<file path="config.mk">
export PLATFORM = sky130hd
export DESIGN_NAME = lvsoc_segment
export DESIGN_NICKNAME = d
export VERILOG_FILES = /design/src/rtl/core/lvsoc_pkg.sv /design/src/rtl/core/lvsoc_segment.sv
export SDC_FILE = /design/constraint.sdc
export NUM_CORES = 1
export LEC_CHECK = 0
export BUFFER_PORTS_ARGS = -buffer_cell sky130_fd_sc_hd__buf_2
export CAP_MARGIN = 20
export CORE_UTILIZATION = 30
export DETAILED_ROUTE_END_ITERATION = 10
export PLACE_DENSITY = 0.45
export SETUP_SLACK_MARGIN = 0.5
export SLEW_MARGIN = 20
export SYNTH_ARGS = -nofsm -noshare
export SYNTH_HDL_FRONTEND = slang
export SYNTH_SLANG_ARGS = --single-unit
</file>
<file path="constraint.sdc">
create_clock -name vclk -period 18.69
set_clock_uncertainty 0.1 [all_clocks]
set_input_delay 4.6725 -clock vclk [all_inputs]
set_output_delay 4.6725 -clock vclk [all_outputs]
set_load 0.03 [all_outputs]
</file>
<file path="src/rtl/core/lvsoc_pkg.sv">
// Shared constants, breakpoint tables and types for the LiFePO4 charge estimator.
`timescale 1ns / 1ps
`default_nettype none

package lvsoc_pkg;

   // Table geometry and field widths
   localparam int unsigned TABLE_SLOTS = 16;
   localparam int unsigned IDX_W       = 4;
   localparam int unsigned MV_W        = 16;
   localparam int unsigned PCT_W       = 7;
   // Widest segment span is 8000 mV, so offsets and spans fit in 13 bits
   localparam int unsigned DIFF_W      = 13;
   // Largest percentage step between points is 10
   localparam int unsigned STEP_W      = 4;
   // Numerator 2*d*step + span stays below 21 * 8000
   localparam int unsigned NUM_W       = 18;
   localparam int unsigned RECIP_W     = 32;
   localparam int unsigned RECIP_SHIFT = 32;
   localparam int unsigned PRODUCT_W   = NUM_W + RECIP_W;
   // Interpolated increment never exceeds the step
   localparam int unsigned ADD_W       = 4;

   localparam logic [PCT_W-1:0] PCT_FULL = 7'd100;

   // Breakpoints from the highest voltage down; spare slots repeat the bottom point
   localparam logic [MV_W-1:0] POINT_MV [TABLE_SLOTS] = '{
      16'd54400, 16'd53600, 16'd53120, 16'd52800, 16'd52320, 16'd52160, 16'd52000, 16'd51520,
      16'd51200, 16'd48000, 16'd40000, 16'd40000, 16'd40000, 16'd40000, 16'd40000, 16'd40000
   };

   localparam logic [PCT_W-1:0] POINT_PCT [TABLE_SLOTS] = '{
      7'd100, 7'd90, 7'd80, 7'd70, 7'd60, 7'd50, 7'd40, 7'd30,
      7'd20,  7'd10, 7'd0,  7'd0,  7'd0,  7'd0,  7'd0,  7'd0
   };

   // Twice the span of the segment that ends at point seg, kept at least 2
   function automatic logic [RECIP_W-1:0] seg_div(input int unsigned seg);
      logic [MV_W-1:0]    span_mv;
      logic [RECIP_W-1:0] span2;
      span_mv = '0;
      span2   = 32'd2;
      if (seg != 0) begin
         span_mv = POINT_MV[seg-1] - POINT_MV[seg];
         span2   = {15'b0, span_mv, 1'b0};
         if (span2 < 32'd2) begin
            span2 = 32'd2;
         end
      end
      return span2;
   endfunction

   // Reciprocals ceil(2^32 / (2*span)), exact for every numerator below 2^18
   localparam logic [RECIP_W-1:0] SEG_RECIP [TABLE_SLOTS] = '{
      RECIP_W'(((64'd1 << RECIP_SHIFT) + 64'(seg_div(0))  - 64'd1) / 64'(seg_div(0))),
      RECIP_W'(((64'd1 << RECIP_SHIFT) + 64'(seg_div(1))  - 64'd1) / 64'(seg_div(1))),
      RECIP_W'(((64'd1 << RECIP_SHIFT) + 64'(seg_div(2))  - 64'd1) / 64'(seg_div(2))),
      RECIP_W'(((64'd1 << RECIP_SHIFT) + 64'(seg_div(3))  - 64'd1) / 64'(seg_div(3))),
      RECIP_W'(((64'd1 << RECIP_SHIFT) + 64'(seg_div(4))  - 64'd1) / 64'(seg_div(4))),
      RECIP_W'(((64'd1 << RECIP_SHIFT) + 64'(seg_div(5))  - 64'd1) / 64'(seg_div(5))),
      RECIP_W'(((64'd1 << RECIP_SHIFT) + 64'(seg_div(6))  - 64'd1) / 64'(seg_div(6))),
      RECIP_W'(((64'd1 << RECIP_SHIFT) + 64'(seg_div(7))  - 64'd1) / 64'(seg_div(7))),
      RECIP_W'(((64'd1 << RECIP_SHIFT) + 64'(seg_div(8))  - 64'd1) / 64'(seg_div(8))),
      RECIP_W'(((64'd1 << RECIP_SHIFT) + 64'(seg_div(9))  - 64'd1) / 64'(seg_div(9))),
      RECIP_W'(((64'd1 << RECIP_SHIFT) + 64'(seg_div(10)) - 64'd1) / 64'(seg_div(10))),
      RECIP_W'(((64'd1 << RECIP_SHIFT) + 64'(seg_div(11)) - 64'd1) / 64'(seg_div(11))),
      RECIP_W'(((64'd1 << RECIP_SHIFT) + 64'(seg_div(12)) - 64'd1) / 64'(seg_div(12))),
      RECIP_W'(((64'd1 << RECIP_SHIFT) + 64'(seg_div(13)) - 64'd1) / 64'(seg_div(13))),
      RECIP_W'(((64'd1 << RECIP_SHIFT) + 64'(seg_div(14)) - 64'd1) / 64'(seg_div(14))),
      RECIP_W'(((64'd1 << RECIP_SHIFT) + 64'(seg_div(15)) - 64'd1) / 64'(seg_div(15)))
   };

   // Segment lookup result handed to the scaling stage
   typedef struct packed {
      logic [NUM_W-1:0]   num;
      logic [RECIP_W-1:0] recip;
      logic [PCT_W-1:0]   base_pct;
   } interp_type;

endpackage

`default_nettype wire

</file>
<file path="src/rtl/core/lvsoc_segment.sv">
// Breakpoint search and interpolation numerator for one pack voltage.
`timescale 1ns / 1ps
`default_nettype none

module lvsoc_segment import lvsoc_pkg::*; #(
   parameter int unsigned POINTS = 11
) (
   input  logic [MV_W-1:0] pack_mv,
   output interp_type      interp
);

   logic                      top_hit;
   logic                      found;
   logic [IDX_W-1:0]          sel;
   logic [IDX_W-1:0]          sel_hi;
   logic [MV_W-1:0]           span_mv;
   logic [MV_W-1:0]           diff_mv;
   logic [PCT_W-1:0]          step_pct;
   logic [DIFF_W-1:0]         diff;
   logic [DIFF_W-1:0]         span;
   logic [STEP_W-1:0]         step;
   logic [DIFF_W+STEP_W-1:0]  scaled;

   // Pick the highest segment whose low point is at or below the voltage
   always_comb begin
      sel   = '0;
      found = 1'b0;
      for (int i = POINTS - 1; i >= 1; i--) begin
         if (pack_mv >= POINT_MV[i]) begin
            sel   = IDX_W'(i);
            found = 1'b1;
         end
      end
   end

   assign top_hit = (pack_mv >= POINT_MV[0]);
   assign sel_hi  = sel - IDX_W'(1);

   // Offset into the segment, its span and its percentage step
   assign span_mv  = POINT_MV[sel_hi] - POINT_MV[sel];
   assign diff_mv  = pack_mv - POINT_MV[sel];
   assign step_pct = POINT_PCT[sel_hi] - POINT_PCT[sel];
   assign diff     = diff_mv[DIFF_W-1:0];
   assign span     = span_mv[DIFF_W-1:0];
   assign step     = step_pct[STEP_W-1:0];
   assign scaled   = {{STEP_W{1'b0}}, diff} * {{DIFF_W{1'b0}}, step};

   // Numerator 2*d*step + span, divided later by 2*span via its reciprocal
   always_comb begin
      if (top_hit) begin
         interp.num      = '0;
         interp.recip    = '0;
         interp.base_pct = POINT_PCT[0];
      end else if (found) begin
         interp.num      = {scaled, 1'b0} + NUM_W'(span);
         interp.recip    = SEG_RECIP[sel];
         interp.base_pct = POINT_PCT[sel];
      end else begin
         interp.num      = '0;
         interp.recip    = '0;
         interp.base_pct = POINT_PCT[POINTS-1];
      end
   end

endmodule

`default_nettype wire

</file>
### Yosys cells after proc, flatten, opt, wreduce, memory -nomap -nowiden

Memory sizes are Yosys's and may differ from the RTL's.
Cells that the tools add are included.

* bits in registers: 0
* memory bits (read-only): 1248
* input bits: 16
* output and inout bits: 57
* logic and storage cells: 58
* memories kept: 5

Memories
* (name not given): words 16, width 32, read ports 1, clocked after memory_dff 0, wr ports 0, line lvsoc_segment.sv:56 `interp.recip = SEG_RECIP[sel];`
* (name not given): words 16, width 16, read ports 1, clocked after memory_dff 0, wr ports 0, line lvsoc_segment.sv:41 `assign diff_mv = pack_mv - POINT_MV[sel];`
* (name not given): words 16, width 16, read ports 1, clocked after memory_dff 0, wr ports 0, line lvsoc_segment.sv:40 `assign span_mv = POINT_MV[sel_hi] - POINT_MV[sel];`
* (name not given): words 16, width 7, read ports 1, clocked after memory_dff 0, wr ports 0, line lvsoc_segment.sv:57 `interp.base_pct = POINT_PCT[sel];`
* (name not given): words 16, width 7, read ports 1, clocked after memory_dff 0, wr ports 0, line lvsoc_segment.sv:42 `assign step_pct = POINT_PCT[sel_hi] - POINT_PCT[sel];`

* add/subtract/negate cells: 5
* multiply operators: 1
* $lt $le $gt $ge: 13
* mux-type cells: 32
* bitwise operators: 2

Operator list (count)
* $ge A16 B16 Y1 const B: 11
* $mux W57: 2
* $mux W32: 2
* $mux W13: 4
* $mux W4: 12
* $sub A13 B13 Y13: 2
* $add A18 B13 Y18: 1
* $mul A13 B4 Y17: 1
* $mux W7: 2
* $ge A5 B5 Y1 const B: 2
* $mux W1: 10
* $not A4 Y5: 2
* $sub A4 B1 Y4 const B: 1
* $sub A4 B4 Y4: 1

### Longest topological paths before layout

* word-level depth: 21
* gate-level depth with buffers: 35
* mapped depth without buffers: 33

### Worst setup path after synthesis

OpenSTA, ideal clock, no wires.

* path type: input to output
* start: in pack_mv[10]
* end: out interp[54] (netlist bit)
* data arrival time: 11.584 ns
* data required time: 13.917 ns
* slack: 2.334 ns
* stages: 29
* buffers on the path: 3
* cells stage by stage: clkbuf_1 o311a_1 a21o_1 inv_1 a21oi_2 inv_1 ha_1 ha_1 clkbuf_1 nand3_1 o21ai_0 fa_1 inv_1 clkbuf_1 nor2_1 fa_1 ha_1 ha_1 fa_1 a211oi_1 o21bai_1 a21oi_1 xnor2_1 ha_1 nor3_1 a211o_1 a21oi_1 xnor2_1 nor2b_1

RTL lines
* start: declaration: line lvsoc_segment.sv:8 `input logic [MV_W-1:0] pack_mv,`
* end: declaration: line lvsoc_segment.sv:9 `output interp_type interp`

==> report_table.html <==
<table>
<tr><th>Metric</th><th>Value</th></tr>
<tr><th colspan="2">Status</th></tr>
<tr><td>Outcome</td><td>finished clean</td></tr>
<tr><th colspan="2">Cells and area</th></tr>
<tr><td>Final antenna diode count</td><td>0</td></tr>
<tr><td>Filler Cell Count</td><td>1196</td></tr>
<tr><td>Post-layout nets</td><td>608</td></tr>
<tr><td>Register area</td><td>0 um^2</td></tr>
<tr><td>FF+latch count</td><td>0</td></tr>
<tr><td>Synth-to-Final Area Change</td><td>9.00%</td></tr>
<tr><td>Fraction of layout cells with a size suffix above 1</td><td>0.165</td></tr>
<tr><td>Layout clock buffer count</td><td>0</td></tr>
<tr><th colspan="2">Synth</th></tr>
<tr><td>Count of mapped cells out of synthesis</td><td>478</td></tr>
<tr><td>Main combinational cell family by area after synthesis</td><td>adder cells</td></tr>
<tr><td>Complex-gate fraction of the synthesized area</td><td>0.250</td></tr>
<tr><td>Yosys cell types</td><td>64</td></tr>
<tr><td>Post-synth design cell area</td><td>3380 um^2</td></tr>
<tr><td>Warnings from Yosys</td><td>0</td></tr>
<tr><td>Xor/xnor cell area share of the yosys netlist</td><td>0.0907</td></tr>
<tr><td>Mux share of post-synthesis cell area</td><td>0.00296</td></tr>
<tr><td>Post-Syn Area per Cell</td><td>7.07 um^2</td></tr>
<tr><td>Adder and majority gate portion of the synthesized area</td><td>0.310</td></tr>
<tr><td>Sequential area share after synthesis</td><td>0</td></tr>
<tr><td>Simple-gate share of the synthesized area</td><td>0.247</td></tr>
<tr><th colspan="2">STA</th></tr>
<tr><td>Share of the clock period used by the worst path after layout</td><td>0.930</td></tr>
<tr><td>Setup TNS</td><td>0 ns</td></tr>
<tr><td>Final number of max-transition violations</td><td>0</td></tr>
<tr><td>Tmin final</td><td>17.38 ns</td></tr>
<tr><td>Final setup viols</td><td>0</td></tr>
<tr><td>Total count of hold-check failures in the final report</td><td>0</td></tr>
<tr><td>RSZ-0062 raised after global routing</td><td>false</td></tr>
<tr><td>F_max</td><td>0.0575 GHz</td></tr>
<tr><td>Worst rel slew slack</td><td>0.462</td></tr>
<tr><td>Worst slew pin tran</td><td>0.804 ns</td></tr>
<tr><th colspan="2">Clock network</th></tr>
<tr><td>Postcts setup bufs</td><td>0</td></tr>
<tr><td>Number of gates resized after cts</td><td>0</td></tr>
<tr><td>Cts hold-fix bufs</td><td>0</td></tr>
<tr><th colspan="2">Die</th></tr>
<tr><td>DIE WIDTH</td><td>108 um</td></tr>
<tr><td>Height of the chip</td><td>108 um</td></tr>
<tr><td>Total die area</td><td>11700 um^2</td></tr>
<tr><td>Initial cell density of the core</td><td>0.310</td></tr>
<tr><td>Top-level port count</td><td>73</td></tr>
<tr><td>Cell Rows</td><td>38</td></tr>
<tr><td>Core region area</td><td>10900 um^2</td></tr>
<tr><th colspan="2">Critical path</th></tr>
<tr><td>Critical path endpoint category</td><td>output port</td></tr>
<tr><td>Worst stage delay on the critical path</td><td>0.68 ns</td></tr>
<tr><td>Setup Crit Path Kind</td><td>primary input to output port</td></tr>
<tr><td>Critical Path Start Type</td><td>primary input</td></tr>
<tr><td>Most frequent cell on the critical path</td><td>sky130_fd_sc_hd__ha_1</td></tr>
<tr><td>Critical Path Source</td><td>pack_mv[13]</td></tr>
<tr><td>Crit path max fanout</td><td>13</td></tr>
<tr><td>Critical path data arrival time</td><td>12.61 ns</td></tr>
<tr><td>Slowest cell on the critical path</td><td>sky130_fd_sc_hd__xor2_1</td></tr>
<tr><td>Critical Path RT</td><td>13.92 ns</td></tr>
<tr><th colspan="2">Place</th></tr>
<tr><td>Port Buffers</td><td>61</td></tr>
<tr><td>HPWL after detailed placement</td><td>7690 um</td></tr>
<tr><td>Global placement routability congestion</td><td>0.838</td></tr>
<tr><th colspan="2">Global routing</th></tr>
<tr><td>Antenna violations before repair</td><td>0</td></tr>
<tr><td>Wire length of the first global-routing pass</td><td>15100 um</td></tr>
<tr><td>Largest net degree at the start of global routing</td><td>21</td></tr>
<tr><td>Total overflow reported by the global router</td><td>0</td></tr>
<tr><td>Number of global-route vias before repair</td><td>3188</td></tr>
<tr><td>Global-route usage over all layers</td><td>0.155</td></tr>
<tr><th colspan="2">Route</th></tr>
<tr><td>Drt via density</td><td>5.04</td></tr>
<tr><td>Remaining routing DRC violations</td><td>0</td></tr>
<tr><td>Length of the first detailed-routing pass in iterations</td><td>4</td></tr>
<tr><td>Average detailed-routed wire length per instance</td><td>13.6 um</td></tr>
<tr><td>Final WL</td><td>8940 um</td></tr>
<tr><td>Routed vias</td><td>3308</td></tr>
<tr><td>Number of nets still failing antenna checks after routing</td><td>0</td></tr>
<tr><td>Iteration-0 DRC count of the detailed router</td><td>85</td></tr>
<tr><th colspan="2">Run</th></tr>
<tr><td>Max-cap viol count</td><td>0</td></tr>
<tr><th colspan="2">Min path</th></tr>
<tr><td>Kind of path behind the tightest hold check</td><td>primary input to output port</td></tr>
<tr><td>Hold Crit Start</td><td>pack_mv[0]</td></tr>
</table>
-- area by class of cell --
class	instances	area [um^2]	area share
inverter	30	114	0.0309
multi-input combinational	425	3090	0.839
tap	140	175	0.0476
timing repair buffer	61	305	0.0829
-- synthesized netlist by cell type (5+ instances only) --
library cell / number / area [um^2]
sky130_fd_sc_hd__nor2b_1: 8 / 50.1
sky130_fd_sc_hd__a21oi_1: 35 / 175
sky130_fd_sc_hd__fa_1: 16 / 320
sky130_fd_sc_hd__xor2_1: 9 / 78.8
sky130_fd_sc_hd__nand2_1: 33 / 124
sky130_fd_sc_hd__nand2b_1: 5 / 31.3
sky130_fd_sc_hd__inv_1: 29 / 109
sky130_fd_sc_hd__nand3_1: 6 / 30.0
sky130_fd_sc_hd__buf_4: 18 / 135
sky130_fd_sc_hd__a21o_1: 13 / 97.6
sky130_fd_sc_hd__o21bai_1: 7 / 52.6
sky130_fd_sc_hd__nor2_1: 83 / 312
sky130_fd_sc_hd__ha_1: 58 / 726
sky130_fd_sc_hd__o21ai_0: 25 / 125
sky130_fd_sc_hd__nor3_1: 9 / 45.0
sky130_fd_sc_hd__and3_1: 7 / 43.8
sky130_fd_sc_hd__buf_2: 6 / 30.0
sky130_fd_sc_hd__xnor2_1: 26 / 228
sky130_fd_sc_hd__o21a_1: 5 / 37.5
sky130_fd_sc_hd__clkbuf_1: 7 / 26.3
-- cell usage in the layout, fill, tap and decap left out, drive strengths merged, types with 2 or more instances in the layout --
cell | netlist | layout
nand2b | 5 | 5
inv | 29 | 29
o21ai | 27 | 27
nor2b | 8 | 8
a31oi | 4 | 4
and2 | 6 | 6
nor3 | 10 | 10
or4 | 2 | 2
nand2 | 35 | 35
and3 | 8 | 8
a21o | 13 | 13
o21a | 5 | 5
nor2 | 87 | 87
a211oi | 5 | 5
ha | 58 | 58
o22ai | 4 | 4
or3 | 2 | 2
xnor2 | 26 | 26
fa | 16 | 16
o211ai | 4 | 4
and4b | 2 | 2
nand3 | 6 | 6
buf | 27 | 61
o2111ai | 2 | 2
conb | 1 | 12
o31a | 2 | 2
xor2 | 9 | 9
a21boi | 3 | 3
o21bai | 8 | 8
a21oi | 38 | 38
a31o | 2 | 2
-- kinds of logic (layout without fill, tap and decap cells) --
group | Yosys count | count (layout)
multiplexers | 1 | 1
other | 1 | 12
AO/OA/AOI/OAI | 126 | 126
AND/OR/NAND/NOR | 177 | 177
adder cells (fa/ha/maj) | 74 | 74
XOR/XNOR | 35 | 35
buffers and inverters | 64 | 91
-- critical path, delay by kind of cell --
| family | cells | cell delay [ns] |
|---|---|---|
| compound gates | 9 | 2.01 |
| buf+inv | 4 | 0.59 |
| xor+xnor | 4 | 1.18 |
| fa+ha+maj | 8 | 2.78 |
| simple gates | 7 | 1.39 |
-- metrics by stage --
| stage | worst slack [ns] | std cells | hold WS (ns) | utilization | instance area [um^2] |
|---|---|---|---|---|---|
| 5_1_grt | 0.739 | 656 | 9.66 | 0.338 | 3680 |
| 3_5_place_dp | 1.36 | 656 | 9.65 | 0.338 | 3680 |
| 2_1_floorplan | 2.33 | 489 | 9.46 | - | 3420 |
| 3_3_place_gp | 1.56 | 656 | 9.65 | 0.338 | 3680 |
| 4_1_cts | 1.30 | 656 | 9.65 | 0.338 | 3680 |
| 6_report | 1.31 | 656 | 9.65 | 0.338 | 3680 |
-- worst paths after layout --
path  cells after the start    endpoint
min                       3  interp[41]
max                      32  interp[54]
-- routing by layer --
metal / wire length [um] / global-route usage / vias up
met5: 0 / 0 / -
met4: 21 / 0.00881 / 0
met3: 263 / 0.00181 / 2
met2: 4340 / 0.293 / 59
met1: 4310 / 0.204 / 1538
li1: - / - / 1709
Power is not shown: default switching activity piles up to over one toggle a cycle in this logic, so the estimate is an artifact.
